File: config.mk
export PLATFORM = sky130hd
export DESIGN_NAME = sbct_scale_mul
export DESIGN_NICKNAME = d
export VERILOG_FILES = /design/src/sbct_pkg.sv /design/src/sbct_scale_mul.sv
export SDC_FILE = /design/constraint.sdc
export NUM_CORES = 1
export LEC_CHECK = 0
export ABC_AREA = 1
export BUFFER_PORTS_ARGS = -buffer_cell sky130_fd_sc_hd__buf_2
export CORE_MARGIN = 2
export CORE_UTILIZATION = 36
export DETAILED_ROUTE_END_ITERATION = 8
export HOLD_SLACK_MARGIN = 0.12
export MAX_ROUTING_LAYER = met4
export SKIP_LAST_GASP = 1
export SYNTH_ARGS = -nofsm -noshare
export SYNTH_HDL_FRONTEND = slang
export SYNTH_SLANG_ARGS = --single-unit
File: constraint.sdc
create_clock -name clk -period 11.2 [get_ports clk]
set_input_delay 2.24 -clock clk [delete_from_list [all_inputs] [get_ports clk]]
set_output_delay 2.24 -clock clk [all_outputs]
set_load 0.02 [all_outputs]
File: src/sbct_pkg.sv
// ----------------------------------------------------------------------------
// sbct_pkg
// Shared types, field widths and helpers for the sprite box collision table.
// ----------------------------------------------------------------------------
package sbct_pkg;

  localparam int SPRITE_SLOTS_DEF = 64;
  localparam int GROUP_COUNT_DEF  = 16;

  localparam int SLOT_W   = 6;
  localparam int POS_W    = 24;
  localparam int SIZE_W   = 13;
  localparam int SCALE_W  = 16;
  localparam int GROUP_W  = 4;
  localparam int SIZE_MAX = 4096;
  // saturated size times scale stays below 2**28
  localparam int PROD_W   = 28;
  // position plus scaled extent, signed
  localparam int EDGE_W   = PROD_W + 2;

  typedef enum logic [1:0] {
    OP_WRITE  = 2'd0,
    OP_DELETE = 2'd1,
    OP_PAIR   = 2'd2,
    OP_FIRST  = 2'd3
  } op_t;

  typedef enum logic [3:0] {
    S_CLEAR,
    S_IDLE,
    S_MUL_X,
    S_MUL_Y,
    S_WRITE,
    S_DELETE,
    S_RD_A,
    S_RD_B,
    S_PAIR,
    S_QUERY,
    S_SCAN,
    S_RESULT
  } state_t;

  typedef struct packed {
    op_t                      op;
    logic [SLOT_W-1:0]        slot;
    logic [SLOT_W-1:0]        other_slot;
    logic signed [POS_W-1:0]  pos_x;
    logic signed [POS_W-1:0]  pos_y;
    logic [SIZE_W-1:0]        size_w;
    logic [SIZE_W-1:0]        size_h;
    logic [SCALE_W-1:0]       scale_x;
    logic [SCALE_W-1:0]       scale_y;
    logic                     visible;
    logic [GROUP_W-1:0]       group;
  } req_t;

  typedef struct packed {
    logic              hit;
    logic [SLOT_W-1:0] hit_slot;
    logic              status;
  } rsp_t;

  // box kept as its edges left, right, top and bottom, extents folded in when written
  typedef struct packed {
    logic signed [POS_W-1:0]  left;
    logic signed [EDGE_W-1:0] right;
    logic signed [POS_W-1:0]  top;
    logic signed [EDGE_W-1:0] bottom;
  } box_t;

  typedef struct packed {
    logic               used;
    logic               vis;
    logic [GROUP_W-1:0] grp;
  } flag_t;

  typedef struct packed {
    logic data_en;
    logic flag_en;
  } mem_wr_t;

  function automatic logic [SIZE_W-1:0] size_sat(input logic [SIZE_W-1:0] v);
    logic [SIZE_W-1:0] r;
    r = v;
    if (int'(v) > SIZE_MAX) begin
      r = SIZE_W'(SIZE_MAX);
    end
    return r;
  endfunction

  // reduce a group number below n, at most eight subtract steps for n >= 2
  function automatic logic [GROUP_W-1:0] group_mod(input logic [GROUP_W-1:0] g,
                                                   input int n);
    logic [GROUP_W-1:0] v;
    v = g;
    for (int k = 0; k < 8; k++) begin
      if (int'(v) >= n) begin
        v = v - GROUP_W'(n);
      end
    end
    return v;
  endfunction

endpackage

File: src/sbct_scale_mul.sv
// ----------------------------------------------------------------------------
// sbct_scale_mul
// Shared size times scale multiplier with a registered product.
// ----------------------------------------------------------------------------
module sbct_scale_mul (
  input  logic                         clk,
  input  logic [sbct_pkg::SIZE_W-1:0]  size,
  input  logic [sbct_pkg::SCALE_W-1:0] scale,
  output logic [sbct_pkg::PROD_W-1:0]  prod
);
  import sbct_pkg::*;

  logic [PROD_W-1:0] full;

  // saturated size keeps the product inside PROD_W bits
  assign full = PROD_W'(size) * PROD_W'(scale);

  always_ff @(posedge clk) begin
    prod <= full;
  end

endmodule

== Word-level counts from Yosys, hierarchy flattened ==
Cells that the tools add are included.
Widths: inputs -> output; s select.

* Bits in registers: 28

* $mul: 1

{| class="wikitable"
|+ Operators by type and width
! kind !! number
|-
| $mul 13x16->28 || 1
|}

== Longest topological paths before layout ==
Gate-level depths: netlist of run 1.

* Depth in word-level cells: 1
* Depth in mapped cells: 24
* Gate-level depth less buffers: 22

== Least setup slack after synthesis of run 1 ==
OpenSTA, ideal clock, no wires.

* Path type: in2reg
* From: in size[4] (netlist name)
* To: reg prod[26] (netlist name)
* Data arrival time: 6.399 ns
* Required time: 11.087 ns
* Library setup time: 0.113 ns
* Stages: 19
* Slack: 4.688 ns
* Path buffers: 2
* Path through: clkbuf_1 clkbuf_1 nand2_1 fa_1 fa_1 fa_1 inv_1 fa_1 inv_1 fa_1 inv_1 ha_1 nand2_1 nor2_2 nand2_1 nor2_1 nand2_1 nand4_1 nand2_1

* Cells in the longest elaborated chain, start to end: 1

{| class="wikitable"
|+ RTL lines
! what !! RTL line !! RTL
|-
| start: declaration || sbct_scale_mul.sv:7 || <nowiki>input logic [sbct_pkg::SIZE_W-1:0] size,</nowiki>
|-
| $mul 13x16->28 || sbct_scale_mul.sv:16 || <nowiki>assign full = PROD_W'(size) * PROD_W'(scale);</nowiki>
|-
| via full[26] || sbct_scale_mul.sv:13 || <nowiki>logic [PROD_W-1:0] full;</nowiki>
|-
| end signal: assignment || sbct_scale_mul.sv:19 || <nowiki>prod <= full;</nowiki>
|-
| end: declaration || sbct_scale_mul.sv:9 || <nowiki>output logic [sbct_pkg::PROD_W-1:0] prod</nowiki>
|}

The timed path passes the listed nets, and every way through them passes these cells.

== Worst setup path in the final report of run 1 ==
* From: in size[1] (netlist name)
* To: reg prod[19] (netlist name)

Same word-level chain as after synthesis.

==> metrics.yaml, run 1 <==
floorplan:
  die_area_um2: 23700
  start_util: 0.369
  die_w_um: 154
  fp.dieH_um: 154
  rows: 54
  ios: 58
  core_um2: 22000
synthesis:
  yosysSeqAreaShare: 0.0691
  synth_nets: 1410
  ys_ff_latch: 28
  syn_area_um2: 8110
  syn_inst: 1156
  yosys_warnings: 0
  synth_cell_type_count: 23
  avgSynthCellArea_um2: 7.02
drt:
  ant_nets: 0
  first_iter_violations: 294
  wire_per_inst_um: 12.6
  vias: 6530
  vias_per_cell: 4.49
  drc: 0
  dr.pass1.iters: 4
  totalWireLength_mm: 18.3
timing:
  max_slew.worst_pin.slew_ns: 0.394
  relSlewSlack: 0.738
  rsz0062_at_grt: "false"
  max_freq_mhz: 154
  fin_crit_sh: 0.579
  maxSlewViolCount: 0
  setup_violations: 0
  fin_crit_ns: 6.49
  tns_ns: 0
  finalHoldViolations: 0
placed_design:
  hpwl_mm: 15.8
  portBuffers: 57
  routabilityCongestion: 0.850
worst_hold_path:
  hold_class: "in2reg"
grt:
  grtUsageMet3: 0.0186
  grt_use_total: 0.171
  grt_pass1_vias: 6759
  grt_util_met2: 0.290
  grt_first_pass_wirelength_mm: 32.3
  overflow: 0
  grt_max_degree: 18
  antenna_found_initial: 0
  gr-max-usage-layer: "met2"
  grt.met1_usage: 0.226
clock_tree:
  h-tree-depth: 1
  cts_buffers: 3
  post-cts-setup-buffer-count: 0
  path_clk_slew_ns: 0.07
  ctsResizeCount: 0
  hold_buffers: 0
  cts_sinks: 28
  root_buffer: "clkbuf_16"
  cts_buffer_depth: 2
  cts_tree: "built"
outcome:
  status: "finished, final reports clean"
worst_setup_path:
  worstPathCellList: "buf_2, nand2_1, inv_1, fa_1, inv_1, fa_1, inv_1, fa_1, fa_1, inv_1, fa_1, inv_1, ha_1, nand2_1, nor2_1, nand3_1, nand2_2, nand2_1, nand2_1, xor2_1"
  critPathCaptureType: "flip-flop"
  cp.arrival_ns: 6.67
  startpoint_type: "input port"
  required_ns: 11.38
  critPathMaxFanout: 16
  cp_num_buf_inv: 6
  path_class: "in2reg"
  critPathTopFamily: "adder cells"
  slowest_delay_ns: 0.55
  slowest_stage: "fa_1"
final_layout:
  largest_reg_flops: 28
  drive_gt1_frac: 0.0639
  largest_register: "prod"
  n_antenna_cell: 0
  syn_to_final_growth_pct: 6.80
  nNetsFinal: 1430
  reg.largest.list: "prod x28"
run:
  cap_violations: 0
## path summary, 6_finish.rpt
check  startpoint       end  slack (ns)  cells past startpoint
max       size[1]  prod[19]        4.71                     20
min      scale[0]   prod[0]        2.32                      3
## per-layer routing
metal / wire (µm) / share of wire
met5: 0 / 0
met1: 8240 / 0.45
met4: 246 / 0.013
met3: 889 / 0.049
met2: 8880 / 0.49
## logic make-up (layout without fill, tap and decap cells)
| logic type | Yosys count | in the layout | share of synthesized area |
|---|---|---|---|
| buf+inv | 433 | 451 | 0.201 |
| fa+ha+maj | 224 | 224 | 0.487 |
| xor+xnor | 15 | 15 | 0.0162 |
| flops | 28 | 28 | 0.0691 |
| compound gates | 12 | 12 | 0.00787 |
| simple gates | 444 | 444 | 0.219 |
## Yosys cell counts (all sizes together)
cell    number  share of area
nand2      378           0.18
or2          2         0.0015
dfxtp       28          0.069
fa         153           0.38
nand4        7         0.0054
and2         5         0.0042
buf          5         0.0025
xnor2        3         0.0032
nor2        25          0.013
nand3b       2         0.0019
a21oi       12         0.0079
nand3       24          0.015
nor3         1        0.00062
xor2        12          0.013
inv        391           0.18
ha          71           0.11
clkbuf      37          0.017
## through the flow
step	utilization	hold slack, ns	setup WS [ns]	cell area, µm²	instances
4_1_cts	0.395	2.32	4.69	8660	1454
5_1_grt	0.395	2.33	4.43	8660	1454
6_report	0.395	2.32	4.71	8660	1454
3_3_place_gp	0.391	2.60	4.41	8590	1451
2_1_floorplan	-	2.33	4.69	8110	1156
3_5_place_dp	0.391	2.60	4.43	8590	1451
## final cells by class
cell class / count / area [µm²]
inverters: 391 / 1470
multi-input cells: 695 / 5920
repair buffers: 57 / 285
clock buffers: 3 / 75.1
fillers: 2347 / 13300
flip-flops and latches: 28 / 561
well taps: 280 / 350
## placed cells by master, fill, tap and decap left out
cell       synthesis  final
a21oi_1           11     11
a21oi_2            1      1
and2_1             4      4
and2_4             1      1
buf_2              1     57
clkbuf_16          0      3
dfxtp_1           28     28
fa_1             153    153
ha_1              71     71
inv_1            391    391
nand2_1          371    371
nand2_2            7      7
nand3_1           23     23
nand3_2            1      1
nand3b_1           2      2
nand4_1            7      7
nor2_1            20     20
nor2_2             5      5
nor3_1             1      1
or2_1              2      2
xnor2_1            3      3
xor2_1            12     12
Power of run 1 is left out: the tool's default activity adds up to more than one toggle a clock period on the data nets, which glitch-free logic cannot reach.
==> run 2, diff against run 1 <==
Clock period 11.2 ns to 5.52 ns, I/O delays scaled along.
==> metrics.yaml, run 2 (synthesized netlist as in run 1, its figures left out) <==
drt:
  vias: 6466
  ant_nets: 0
  totalWireLength_mm: 18.5
  vias_per_cell: 4.41
  first_iter_violations: 364
  wire_per_inst_um: 12.6
  dr.pass1.iters: 4
  drc: 0
clock_tree:
  path_clk_slew_ns: 0.07
  cts_buffers: 3
  cts_sinks: 28
  cts_buffer_depth: 2
  hold_buffers: 0
  post-cts-setup-buffer-count: 0
  ctsResizeCount: 0
  cts_tree: "built"
  h-tree-depth: 1
  root_buffer: "clkbuf_16"
placed_design:
  placed_cell_area_um2: 8690
  routabilityCongestion: 0.878
  hpwl_mm: 16.2
  portBuffers: 57
timing:
  max_slew.worst_pin.slew_ns: 0.414
  finalHoldViolations: 0
  rsz0062_at_grt: "false"
  relSlewSlack: 0.724
  setup_violations: 0
  max_freq_mhz: 191
  maxSlewViolCount: 0
  fin_crit_ns: 5.24
  fin_crit_sh: 0.950
final_layout:
  n_fill_cell: 2317
  ff_latch_area_um2: 561
  n_antenna_cell: 0
  layout_commonest_cell: "inv_1"
  multiInputGateArea_um2: 5920
  drive_gt1_frac: 0.0741
  stdcell_area_um2: 8780
  nNetsFinal: 1442
  largest_reg_flops: 28
  largest_register: "prod"
  syn_to_final_growth_pct: 8.24
  reg.largest.list: "prod x28"
  layout_common_cells: "inv_1, nand2_1, fa_1"
floorplan:
  ios: 58
  fp.dieH_um: 154
  rows: 54
  core_um2: 22000
  start_util: 0.369
  die_w_um: 154
  die_area_um2: 23700
worst_setup_path:
  cp.arrival_ns: 5.40
  required_ns: 5.68
  path_class: "in2reg"
  critPathCaptureType: "flip-flop"
  startpoint_type: "input port"
  critPathMaxFanout: 13
grt:
  grt_pass1_vias: 7088
  overflow: 0
  grt_use_total: 0.176
  antenna_found_initial: 0
  grt_first_pass_wirelength_mm: 33.3
  grt_max_degree: 18
worst_hold_path:
  hold_class: "in2reg"
  hold_depth: 3
  hold_end: "prod[0]"
  worstHoldStart: "size[0]"
outcome:
  status: "finished, final reports clean"
run:
  cap_violations: 0
## run 2: how the worst max path moves through the flow
stage	from	to	slack [ns]
after global placement	scale[7]	prod[26]	0.007
final	size[5]	prod[26]	0.28
after global routing	size[2]	prod[26]	0.007
after floorplan	size[4]	prod[26]	0.14
after detailed placement	size[5]	prod[26]	-0.02
after CTS	size[5]	prod[26]	0.27
## run 2: layer usage
metal	track usage	routed length, µm
met5	-	0
met4	0.0214	180
met3	0.0116	730
met2	0.315	9270
met1	0.226	8280
## run 2: area by class of cell
type                            instances  area share
Tap cell                              280      0.0399
Inverter                              391       0.167
Clock buffer                            4      0.0101
Multi-Input combinational cell        695       0.675
Timing Repair Buffer                   69      0.0442
Sequential cell                        28      0.0638
## run 2: critical path, cell delays in order
cell	delay, ns
buf_2	0.29
nand2_1	0.13
fa_1	0.52
inv_1	0.06
fa_1	0.48
fa_1	0.50
fa_1	0.50
inv_1	0.05
fa_1	0.50
inv_1	0.05
ha_1	0.38
nand2_1	0.09
nor2_1	0.23
nand2_1	0.12
nor2_1	0.10
nand2_1	0.11
nand4_1	0.11
nand2_1	0.07
## run 2: metrics by stage
stage          instances  setup WS, ns  hold slack [ns]   util  TNS, ns
6_report            1467         0.276             1.21  0.400        0
5_1_grt             1467       0.00696             1.27  0.400        0
4_1_cts             1467         0.274             1.21  0.400        0
3_5_place_dp        1463       -0.0178             1.50  0.396  -0.0178
3_3_place_gp        1463       0.00708             1.50  0.396        0
2_1_floorplan       1156         0.144             1.20      -        0
Power of run 2 is left out for the same reason.
