$ cat config.mk
export PLATFORM = sky130hd
export DESIGN_NAME = sbct_overlap
export DESIGN_NICKNAME = d
export VERILOG_FILES = /design/src/sbct_pkg.sv /design/src/sbct_overlap.sv
export SDC_FILE = /design/constraint.sdc
export NUM_CORES = 1
export LEC_CHECK = 0
export ABC_AREA = 1
export BUFFER_PORTS_ARGS = -buffer_cell sky130_fd_sc_hd__buf_2
export CAP_MARGIN = 15
export CORE_MARGIN = 3
export CORE_UTILIZATION = 41
export DETAILED_ROUTE_END_ITERATION = 6
export PLACE_DENSITY = 0.78
export SLEW_MARGIN = 20
export SYNTH_ARGS = -nofsm -noshare
export SYNTH_HDL_FRONTEND = slang
export SYNTH_SLANG_ARGS = --single-unit
export TNS_END_PERCENT = 5
$ cat constraint.sdc
create_clock -name vclk -period 2.1
set_input_delay 0.42 -clock vclk [all_inputs]
set_output_delay 0.42 -clock vclk [all_outputs]
set_load 0.005 [all_outputs]
$ cat src/sbct_pkg.sv
// ----------------------------------------------------------------------------
// sbct_pkg
// Shared types, field widths and helpers for the sprite box collision table.
// ----------------------------------------------------------------------------
package sbct_pkg;

  localparam int SPRITE_SLOTS_DEF = 64;
  localparam int GROUP_COUNT_DEF  = 16;

  localparam int SLOT_W   = 6;
  localparam int POS_W    = 24;
  localparam int SIZE_W   = 13;
  localparam int SCALE_W  = 16;
  localparam int GROUP_W  = 4;
  localparam int SIZE_MAX = 4096;
  // saturated size times scale stays below 2**28
  localparam int PROD_W   = 28;
  // position plus scaled extent, signed
  localparam int EDGE_W   = PROD_W + 2;

  typedef enum logic [1:0] {
    OP_WRITE  = 2'd0,
    OP_DELETE = 2'd1,
    OP_PAIR   = 2'd2,
    OP_FIRST  = 2'd3
  } op_t;

  typedef enum logic [3:0] {
    S_CLEAR,
    S_IDLE,
    S_MUL_X,
    S_MUL_Y,
    S_WRITE,
    S_DELETE,
    S_RD_A,
    S_RD_B,
    S_PAIR,
    S_QUERY,
    S_SCAN,
    S_RESULT
  } state_t;

  typedef struct packed {
    op_t                      op;
    logic [SLOT_W-1:0]        slot;
    logic [SLOT_W-1:0]        other_slot;
    logic signed [POS_W-1:0]  pos_x;
    logic signed [POS_W-1:0]  pos_y;
    logic [SIZE_W-1:0]        size_w;
    logic [SIZE_W-1:0]        size_h;
    logic [SCALE_W-1:0]       scale_x;
    logic [SCALE_W-1:0]       scale_y;
    logic                     visible;
    logic [GROUP_W-1:0]       group;
  } req_t;

  typedef struct packed {
    logic              hit;
    logic [SLOT_W-1:0] hit_slot;
    logic              status;
  } rsp_t;

  // box kept as its edges left, right, top and bottom, extents folded in when written
  typedef struct packed {
    logic signed [POS_W-1:0]  left;
    logic signed [EDGE_W-1:0] right;
    logic signed [POS_W-1:0]  top;
    logic signed [EDGE_W-1:0] bottom;
  } box_t;

  typedef struct packed {
    logic               used;
    logic               vis;
    logic [GROUP_W-1:0] grp;
  } flag_t;

  typedef struct packed {
    logic data_en;
    logic flag_en;
  } mem_wr_t;

  function automatic logic [SIZE_W-1:0] size_sat(input logic [SIZE_W-1:0] v);
    logic [SIZE_W-1:0] r;
    r = v;
    if (int'(v) > SIZE_MAX) begin
      r = SIZE_W'(SIZE_MAX);
    end
    return r;
  endfunction

  // reduce a group number below n, at most eight subtract steps for n >= 2
  function automatic logic [GROUP_W-1:0] group_mod(input logic [GROUP_W-1:0] g,
                                                   input int n);
    logic [GROUP_W-1:0] v;
    v = g;
    for (int k = 0; k < 8; k++) begin
      if (int'(v) >= n) begin
        v = v - GROUP_W'(n);
      end
    end
    return v;
  endfunction

endpackage

$ cat src/sbct_overlap.sv
// ----------------------------------------------------------------------------
// sbct_overlap
// Shared box overlap compare: four signed edge compares.
// ----------------------------------------------------------------------------
module sbct_overlap (
  input  sbct_pkg::box_t a,
  input  sbct_pkg::box_t b,
  output logic           overlap
);
  import sbct_pkg::*;

  logic signed [EDGE_W-1:0] a_left, a_top, b_left, b_top;

  assign a_left = EDGE_W'(a.left);
  assign a_top  = EDGE_W'(a.top);
  assign b_left = EDGE_W'(b.left);
  assign b_top  = EDGE_W'(b.top);

  assign overlap = (a_left < b.right) && (a.right > b_left) &&
                   (a_top < b.bottom) && (a.bottom > b_top);

endmodule

# After elaboration in Yosys (flattened, before gate mapping)
# Cells that the tools add are included.
[totals]
elab_cells = 7
in_bits = 216
out_inout_bits = 1
regBits = 0
[op_classes]
magnitude_cmp = 4
n_reduce_logical = 3
[op_table]
columns = ["cell", "n"]
rows = [
  ["$gt 30x24->1", 2],
  ["$lt 24x30->1", 2],
  ["$logic_and 1x1->1", 3],
]

# Longest topological paths before layout
# Gate-level depths: netlist of run 1.
[depth]
ltp_word = 4
mapped_depth = 15
mapped_depth_nobuf = 15

# Worst setup path after synthesis of run 1
# OpenSTA, ideal clock, no wires.
[synth_path]
path_kind = "in2out"
from = "in b[107] (netlist bit)"
to = "out overlap"
cell_stages = 14
n_path_buf = 0
setup_slack_ns = 0.071
t_required_ns = 1.680
t_arrival_ns = 1.609
cell_sequence = "inv_1 > ha_1 > nand2_1 > nor2_2 > nand2_2 > nor2_2 > nand2_1 > nand2_1 > nor2_1 > nand2_1 > nand2_1 > nand2_1 > nand3_2 > nor2_2"
[synth_between]
elab_chain_len = 4
[synth_lines]
columns = ["element", "line_no", "source"]
rows = [
  ["start, declared", "sbct_overlap.sv:7", "input sbct_pkg::box_t b,"],
  ["$gt 30x24->1", "sbct_overlap.sv:19", "assign overlap = (a_left < b.right) && (a.right > b_left) &&"],
  ["$logic_and 1x1->1 (2 in series)", "sbct_overlap.sv:19", ""],
  ["$logic_and 1x1->1", "sbct_overlap.sv:20", "(a_top < b.bottom) && (a.bottom > b_top);"],
  ["end, declared", "sbct_overlap.sv:8", "output logic overlap"],
]
# Every way passes these cells.

# Worst setup path in the final report of run 1
[layout_path]
from = "in b[53] (netlist bit)"
to = "out overlap"
[layout_between]
elab_chain_len = 2
[layout_lines]
columns = ["element", "line_no"]
rows = [
  ["$gt 30x24->1", "sbct_overlap.sv:20"],
  ["$logic_and 1x1->1", "sbct_overlap.sv:20"],
]
# Every way passes these cells.

==> reports/metrics.yaml, run 1 <==
sta:
  worstMarginPinSlew_ns: 0.272
  finalSetupViolCount: 1
  finalSetupTns_ns: -0.308
  fin_crit_sh_pct: 115
  setup_slack_ns: -0.308
  slew_headroom_pct: 81.8
  hold_viol: 0
  rsz0062_at_grt: "yes"
  post-route-min-period_ns: 2.41
  fmax_mhz: 415
  slew_violations: 0
final_layout:
  fill_cells: 788
  diodes: 0
  drive_above_1_share_pct: 30.0
  synthToLayoutAreaGrowth_pct: 37.8
  seq_cells: 0
  finalNonFillerCells: 899
  nClkBuffers: 0
  register_area_um2: 0
  nets: 1133
synth:
  syn_inst: 574
  synth_area_um2: 3360
  yosys_warnings: 0
  yosysMostFrequentCell: "nand2_1"
  synth_top_cell_area_share_pct: 43.9
  yosys-top-cells-area: "ha_1, nand2_1, inv_1"
  synth_fp_nets: 908
  yosysSeqAreaShare_pct: 0
  synth_common_cells: "nand2_1, inv_1, ha_1, a21oi_1, nor2_1"
  netlist-cell-type-count: 19
  avgSynthCellArea_um2: 5.86
  synth_top_cell_by_area: "ha_1"
detailed_routing:
  drc_errors: 0
  wl_per_cell_um: 10.6
  viasPerCell: 4.55
  dr.pass1.iters: 4
  drt_wl_total_um: 9490
  drt-initial-drc-count: 58
  ant_nets: 0
  vias: 4089
global_route:
  grt_max_degree: 8
  first_global_vias: 3823
  grt_remaining_overflow: 0
  grtUsageTotal_pct: 18.6
  antenna_found_initial: 0
  grt_pass1_wl_um: 14500
critical_path:
  cp_top_family: "simple AND/OR/NAND/NOR gates"
  worstSetupPathType: "in -> out"
  crit_path_frequent_cell: "nand2_1"
  cp_max_fo: 7
  crit_buf_inv: 4
  crit_arrival_ns: 1.99
  worst-path-stages: 15
  crit_path_start_kind: "input port"
  cp_slowest_stage_delay_ns: 0.30
  worstPathCellList: "buf_2 > inv_1 > ha_1 > nand2_1 > inv_2 > nand2_1 > nand2_1 > nand2_1 > nand2_1 > a21oi_1 > nand3b_1 > nand2_2 > nand3_2 > nor2_2 > buf_2"
  critPathRequiredTime_ns: 1.68
  slowest_stage: "ha_1"
  cp-end-kind: "output port"
min_path:
  hold_end: "overlap"
  hp-class: "in -> out"
  holdPathStages: 8
  worstHoldStart: "b[29]"
floorplanning:
  die_height_um: 96.6
  dieArea_um2: 9330
  die_w_um: 96.6
  ioPinCount: 217
  core_um2: 7850
  initial_core_util_pct: 42.9
  fp-row-count: 32
cts:
  ctsHoldBuffers: 0
place:
  port_buffers: 217
  dp_hpwl_um: 9140
  placed_cells: 899
  gp_congestion: 0.766
  pre_cts_ws_ns: -0.322
power:
  vdd_drop_max_mv: 0.0878
  p_leak_nw: 3.28
  p_per_area_nw_per_um2: 175
run_status:
  status: "complete, but fails checks"
  violations: "negative setup slack"
flow_run:
  drv_cap: 0
placed cells by master, fill, tap and decap left out:
cell type | netlist | layout
a21o_1 | 4 | 4
a21oi_1 | 37 | 37
buf_2 | 0 | 217
buf_4 | 0 | 6
ha_1 | 118 | 117
ha_4 | 0 | 1
inv_1 | 158 | 158
inv_2 | 4 | 4
nand2_1 | 172 | 172
nand2_2 | 4 | 4
nand3_1 | 19 | 19
nand3_2 | 1 | 1
nand3_4 | 1 | 1
nand3b_1 | 2 | 2
nand4_1 | 7 | 7
nor2_1 | 31 | 31
nor2_2 | 4 | 4
nor2_4 | 1 | 1
nor3_1 | 5 | 5
o21a_1 | 2 | 2
o21ai_0 | 2 | 2
o21ai_1 | 2 | 2
metal layers:
metal | track usage (%) | up-vias | wire, µm
met2 | 39.5 | 133 | 5060
met3 | 2.25 | 12 | 731
met4 | 2.57 | 0 | 95
li1 | - | 2218 | -
met5 | 0 | - | 0
met1 | 19.5 | 1726 | 3600
what timing repair did:
| item | CTS | global route |
|---|---|---|
| hold endpoints to repair | 0 | 0 |
| setup buffers | 0 | 0 |
| gates resized for setup | 0 | 1 |
| setup endpoints to repair | 1 | 1 |
cell type report:
class,count,area [µm²],share of cell area (%)
inverter,162,608,13.1
tap,102,128,2.75
timing repair buffer,223,1130,24.4
multi-input combinational,412,2770,59.7
through the flow:
stage | total power [mW] | utilization [%] | hold slack [ns] | cell area, µm²
3_3_place_gp | 0.780 | 58.9 | 1.53 | 4620
3_5_place_dp | 0.815 | 58.9 | 1.54 | 4620
2_1_floorplan | 0.472 | - | 1.16 | 3360
4_1_cts | 0.821 | 58.9 | 1.54 | 4620
5_1_grt | 0.951 | 59.1 | 1.59 | 4640
6_report | 0.811 | 59.1 | 1.53 | 4640
worst max path at each step:
| stage | startpoint | end |
|---|---|---|
| 2_1_floorplan | b[107] | overlap |
| 3_3_place_gp | b[53] | overlap |
| 3_5_place_dp | b[53] | overlap |
| 4_1_cts | b[53] | overlap |
| 5_1_grt | b[53] | overlap |
| 6_report | b[53] | overlap |
logic make-up (layout without fill, tap and decap cells):
kind of cell	Yosys count	count (layout)	share of synthesized area, %
buffers and inverters	162	385	18.1
adders and majority gates	118	118	43.9
AOI/OAI and AO/OA	47	47	7.44
and+or+nand+nor	247	247	30.6
power breakdown:
part / leakage [nW] / internal (mW) / switching (mW) / total, mW
combinational: 3.28 / 0.401 / 0.410 / 0.811
sequential: 0 / 0 / 0 / 0
clock: 0 / 0 / 0 / 0
No activity file was read; power rests on OpenSTA's default activity.
==> run 2: changes to the inputs <==
GPL_ROUTABILITY_DRIVEN = 0   (was default)
SETUP_SLACK_MARGIN = 0.2   (was default)
SLEW_MARGIN = default   (was 20)
==> run 2 against run 1 <==
Compared with the run above: the flow still finishes with violations (negative setup slack); sequential share of layout area unchanged; global-route usage increased by 1.9 points; fmax increased by 7.8%; routed wire length increased by 20%; hold slack lost 0.044 ns; largest cell class unchanged.
==> reports/metrics.yaml, run 2 (synthesized netlist as in run 1, its figures left out) <==
run_status:
  status: "complete, but fails checks"  # unchanged
  violations: "negative setup slack"  # unchanged
final_layout:
  drive_above_1_share_pct: 47.2  # was 30.0%
  nets: 1137  # was 1133
  register_area_um2: 0  # unchanged
  diodes: 0  # unchanged
  finalNonFillerCells: 903  # was 899
  seq_cells: 0  # unchanged
  mostFrequentLayoutCells: "buf_2, nand2_1, inv_1"  # unchanged
  fill_cells: 593  # was 788
  final_common_cell: "buf_2"  # unchanged
  nClkBuffers: 0  # unchanged
  final_util_pct: 72.8  # was 59.1%
  synthToLayoutAreaGrowth_pct: 69.8  # was 37.8%
floorplanning:
  die_w_um: 96.6  # unchanged
  dieArea_um2: 9330  # unchanged
  initial_core_util_pct: 42.9  # unchanged
  ioPinCount: 217  # unchanged
  fp-row-count: 32  # unchanged
  core_um2: 7850  # unchanged
  die_height_um: 96.6  # unchanged
detailed_routing:
  drt-initial-drc-count: 47  # was 58
  dr.pass1.iters: 4  # unchanged
  wl_per_cell_um: 12.6  # was 10.6 µm
  drc_errors: 0  # unchanged
  vias: 4263  # was 4089
  ant_nets: 0  # unchanged
  viasPerCell: 4.72  # was 4.55
  drt_wl_total_um: 11400  # was 9490 µm
place:
  placed_cells: 900  # was 899
  port_buffers: 217  # unchanged
  dp_hpwl_um: 8850  # was 9140 µm
  pre_cts_ws_ns: -0.276  # was -0.322 ns
power:
  p_per_area_nw_per_um2: 195  # was 175 nW/µm²
  vdd_drop_max_mv: 0.112  # was 0.0878 mV
  p_leak_nw: 3.36  # was 3.28 nW
  total_power_mw: 1.12  # was 0.811 mW
sta:
  setup_slack_ns: -0.133  # was -0.308 ns
  rsz0062_at_grt: "yes"  # unchanged
  fmax_mhz: 448  # was 415 MHz
  finalSetupViolCount: 1  # unchanged
  hold_viol: 0  # unchanged
  slew_headroom_pct: 88.4  # was 81.8%
  worstMarginPinSlew_ns: 0.174  # was 0.272 ns
  fin_crit_sh_pct: 106  # was 115%
  slew_violations: 0  # unchanged
  post-route-min-period_ns: 2.23  # was 2.41 ns
critical_path:
  cp_slowest_stage_delay_ns: 0.32  # was 0.30 ns
  worstSetupPathType: "in -> out"  # unchanged
  worstPathCellList: "buf_2 > ha_1 > a21oi_2 > nor2_1 > nor2_1 > nand2_1 > nand2_1 > nand2_1 > nand2_1 > nand2_1 > nand2_1 > nand3_2 > nor2_2 > buf_2"  # was buf_2 > inv_1 > ha_1 > nand2_1 > inv_2 > nand2_1 > nand2_1 > nand2_1 > nand2_1 > a21oi_1 > nand3b_1 > nand2_2 > nand3_2 > nor2_2 > buf_2
  cp_max_fo: 2  # was 7
  crit_arrival_ns: 1.81  # was 1.99 ns
  critPathRequiredTime_ns: 1.68  # about the same
  slowest_stage: "ha_1"  # unchanged
  crit_path_frequent_cell: "nand2_1"  # unchanged
  cp-end-kind: "output port"  # unchanged
  crit_path_start_kind: "input port"  # unchanged
global_route:
  grt_util_met2_pct: 44.5  # was 39.5%
  busiest_layer: "met2"  # unchanged
  antenna_found_initial: 0  # unchanged
  grt_max_degree: 8  # unchanged
  use_met3_pct: 1.70  # was 2.25%
  grtUsageTotal_pct: 20.5  # was 18.6%
  grt_pass1_wl_um: 15900  # was 14500 µm
  grt_remaining_overflow: 0  # unchanged
  met1_usage_pct: 20.8  # was 19.5%
  first_global_vias: 4107  # was 3823
min_path:
  hold_end: "overlap"  # unchanged
  hp-class: "in -> out"  # unchanged
  holdPathStages: 7  # was 8
  worstHoldStart: "a[107]"  # was b[29]
cts:
  ctsHoldBuffers: 0  # unchanged
flow_run:
  drv_cap: 0  # unchanged
-- run 2: cell types whose count changed in the layout (fill, tap and decap cells not counted), sizes merged --
cell | before | now
buf | 223 | 226
clkbuf | 0 | 1
-- run 2: cell type report --
cell class	instances	area [µm²]	area share [%]
multi-input cells	412	3730	65.3
repair buffers	227	1230	21.5
inverters	162	628	11.0
well taps	102	128	2.23
-- run 2: critical path: cells and delay by family --
family,cells,cell delay (ns)
compound gates,1,0.16
simple gates,10,0.69
fa+ha+maj,1,0.32
buf+inv,2,0.22
-- run 2: repair_timing --
| item | CTS | global route |
|---|---|---|
| pin swaps | 59 | 51 |
| setup buffers | 1 | 2 |
| setup endpoints to repair | 1 | 1 |
| resized for setup | 106 | 65 |
-- run 2: how the worst max path moves through the flow --
stage	start	end	cells past startpoint
after CTS	b[107]	overlap	15
after floorplan	b[107]	overlap	14
after global routing	b[106]	overlap	16
after detailed placement	b[107]	overlap	15
final	a[33]	overlap	14
after global placement	b[53]	overlap	12
-- run 2: power by group --
group          internal, mW  total [mW]  switching, mW
sequential                0           0              0
clock                     0           0              0
combinational         0.558        1.12          0.558
total                 0.558        1.12          0.558
-- run 2: layer usage --
metal	share of wire [%]	up-vias
met2	56	144
met4	2.1	0
li1	-	2228
met1	35	1865
met5	0	-
met3	6.0	26
-- run 2: stage by stage --
stage | setup TNS (ns) | cell area, µm² | hold WS, ns
floorplan | 0 | 3360 | 1.16
CTS | -0.106 | 5300 | 1.51
finish | -0.133 | 5710 | 1.49
global placement | -0.229 | 4630 | 1.53
global route | -0.264 | 5710 | 1.53
detailed placement | -0.276 | 4630 | 1.53
==> run 3: changes to the inputs <==
CORE_MARGIN = default   (was 3)
==> run 3 against run 2 <==
Compared with the run above: the run still ends with negative setup slack left; via count down 1.9%; critical path depth rose by 1; largest cell class unchanged; flip-flop and latch count unchanged; first-iteration DRC count decreased by 6.4%; worst setup slack got worse by 0.0045 ns; hold slack better by 0.018 ns; sequential share of layout area stayed put; critical endpoint unchanged; combinational power down 17%.
==> reports/metrics.yaml, run 3 (synthesized netlist as in run 1, its figures left out) <==
cts:
  ctsHoldBuffers: 0  # unchanged
detailed_routing:
  ant_nets: 0  # unchanged
  drt_wl_total_um: 9780  # was 11400 µm
  dr.pass1.iters: 4  # unchanged
  drt-initial-drc-count: 44  # was 47
  viasPerCell: 4.62  # was 4.72
  vias: 4180  # was 4263
  drc_errors: 0  # unchanged
  wl_per_cell_um: 10.8  # was 12.6 µm
global_route:
  antenna_found_initial: 2  # was 0
  grt_pass1_wl_um: 15800  # was 15900 µm
  grtUsageTotal_pct: 22.0  # was 20.5%
  first_global_vias: 4101  # was 4107
  grt_remaining_overflow: 0  # unchanged
  grt_max_degree: 8  # unchanged
sta:
  finalHoldWorstSlack_ns: 1.50  # was 1.49 ns
  hold_viol: 0  # unchanged
  finalSetupViolCount: 1  # unchanged
  slew_violations: 0  # unchanged
  setup_slack_ns: -0.137  # was -0.133 ns
  post-route-min-period_ns: 2.24  # was 2.23 ns
  rsz0062_at_grt: "yes"  # unchanged
  worstMarginPinSlew_ns: 0.181  # was 0.174 ns
  slew_headroom_pct: 87.9  # was 88.4%
  fmax_mhz: 447  # was 448 MHz
  fin_crit_sh_pct: 107  # was 106%
critical_path:
  worstPathCellList: "buf_6 > inv_8 > ha_4 > nand2_4 > nor2_4 > nand2_2 > inv_2 > nand2_1 > nand3_1 > nor2_1 > nand3b_1 > nand2_1 > nand3_2 > nor2_2 > buf_2"  # was buf_2 > ha_1 > a21oi_2 > nor2_1 > nor2_1 > nand2_1 > nand2_1 > nand2_1 > nand2_1 > nand2_1 > nand2_1 > nand3_2 > nor2_2 > buf_2
  crit_path_frequent_cell: "nand2_1"  # unchanged
  cp_max_fo: 7  # was 2
  crit_arrival_ns: 1.82  # was 1.81 ns
  critPathRequiredTime_ns: 1.68  # about the same
  startpoint: "b[107]"  # was a[33]
  crit_path_start_kind: "input port"  # unchanged
  cp-end-kind: "output port"  # unchanged
  slowest_stage: "ha_4"  # was ha_1
  worstSetupPathType: "in -> out"  # unchanged
  crit_end: "overlap"  # unchanged
  cp_slowest_stage_delay_ns: 0.22  # was 0.32 ns
final_layout:
  nets: 1138  # was 1137
  final_common_cell: "buf_2"  # unchanged
  nClkBuffers: 0  # unchanged
  drive_above_1_share_pct: 36.7  # was 47.2%
  finalNonFillerCells: 904  # was 903
  final_util_pct: 64.4  # was 72.8%
  fill_cells: 707  # was 593
  register_area_um2: 0  # unchanged
  seq_cells: 0  # unchanged
  synthToLayoutAreaGrowth_pct: 50.3  # was 69.8%
  diodes: 0  # unchanged
  mostFrequentLayoutCells: "buf_2, nand2_1, inv_1"  # unchanged
  final_area_um2: 5060  # was 5710 µm²
place:
  port_buffers: 217  # unchanged
  placed_area_um2: 4640  # was 4630 µm²
  dp_hpwl_um: 8590  # was 8850 µm
  placed_cells: 901  # was 900
  pre_cts_ws_ns: -0.277  # was -0.276 ns
run_status:
  status: "complete, but fails checks"  # unchanged
  violations: "negative setup slack"  # unchanged
floorplanning:
  ioPinCount: 217  # unchanged
  dieArea_um2: 8570  # was 9330 µm²
  core_um2: 7850  # unchanged
  die_height_um: 92.6  # was 96.6 µm
  die_w_um: 92.6  # was 96.6 µm
  fp-row-count: 32  # unchanged
  initial_core_util_pct: 42.9  # unchanged
power:
  vdd_drop_max_mv: 0.0867  # was 0.112 mV
  p_leak_nw: 3.33  # was 3.36 nW
  p_per_area_nw_per_um2: 184  # was 195 nW/µm²
min_path:
  hp-class: "in -> out"  # unchanged
flow_run:
  drv_cap: 0  # unchanged
## run 3: cell count changes in the layout (fill, tap and decap cells not counted), moves of 12 or more
cell,delta
inv_2,-16
ha_4,-38
nand2_2,-12
ha_1,+38
inv_1,+16
nand2_1,+14
## run 3: what timing repair did
| action | in CTS | in global routing |
|---|---|---|
| setup buffers | 1 | 2 |
| gates resized for setup | 48 | 20 |
| pin swaps | 15 | 10 |
| endpoints found under the setup margin | 1 | 1 |
## run 3: worst min path at each step
stage | startpoint | endpoint | slack, ns | depth (start not counted)
2_1_floorplan | a[53] | overlap | 1.16 | 4
3_3_place_gp | b[29] | overlap | 1.53 | 8
3_5_place_dp | b[29] | overlap | 1.55 | 8
4_1_cts | a[107] | overlap | 1.55 | 7
5_1_grt | a[107] | overlap | 1.55 | 7
6_report | a[107] | overlap | 1.50 | 7
## run 3: final cells by class
cell class	count	area, µm²	share of cell area [%]
Multi-Input combinational cell	412	3120	61.7
Timing Repair Buffer	228	1190	23.5
Inverter	162	618	12.2
Tap cell	102	128	2.52
## run 3: power breakdown
group	total (mW)	internal [mW]	switching [mW]	leakage [nW]
sequential	0	0	0	0
clock	0	0	0	0
combinational	0.930	0.464	0.466	3.33
total	0.930	0.464	0.466	3.33
## run 3: layer usage
| metal | routed length [µm] | track usage, % | up-vias |
|---|---|---|---|
| li1 | - | - | 2234 |
| met1 | 3670 | 21.8 | 1760 |
| met2 | 5280 | 46.8 | 158 |
| met3 | 591 | 2.38 | 26 |
| met4 | 227 | 5.60 | 2 |
| met5 | 13 | 0 | - |
## run 3: critical path, delay by kind of cell
| kind | cells | cell delay, ns |
|---|---|---|
| and+or+nand+nor | 10 | 0.81 |
| buffers and inverters | 4 | 0.38 |
| adders and majority gates | 1 | 0.22 |
## run 3: per-stage QoR
stage,power (mW),TNS (ns)
floorplan,0.472,0
global placement,0.782,-0.234
detailed placement,0.815,-0.277
CTS,0.894,-0.135
global route,1.08,-0.293
finish,0.930,-0.137
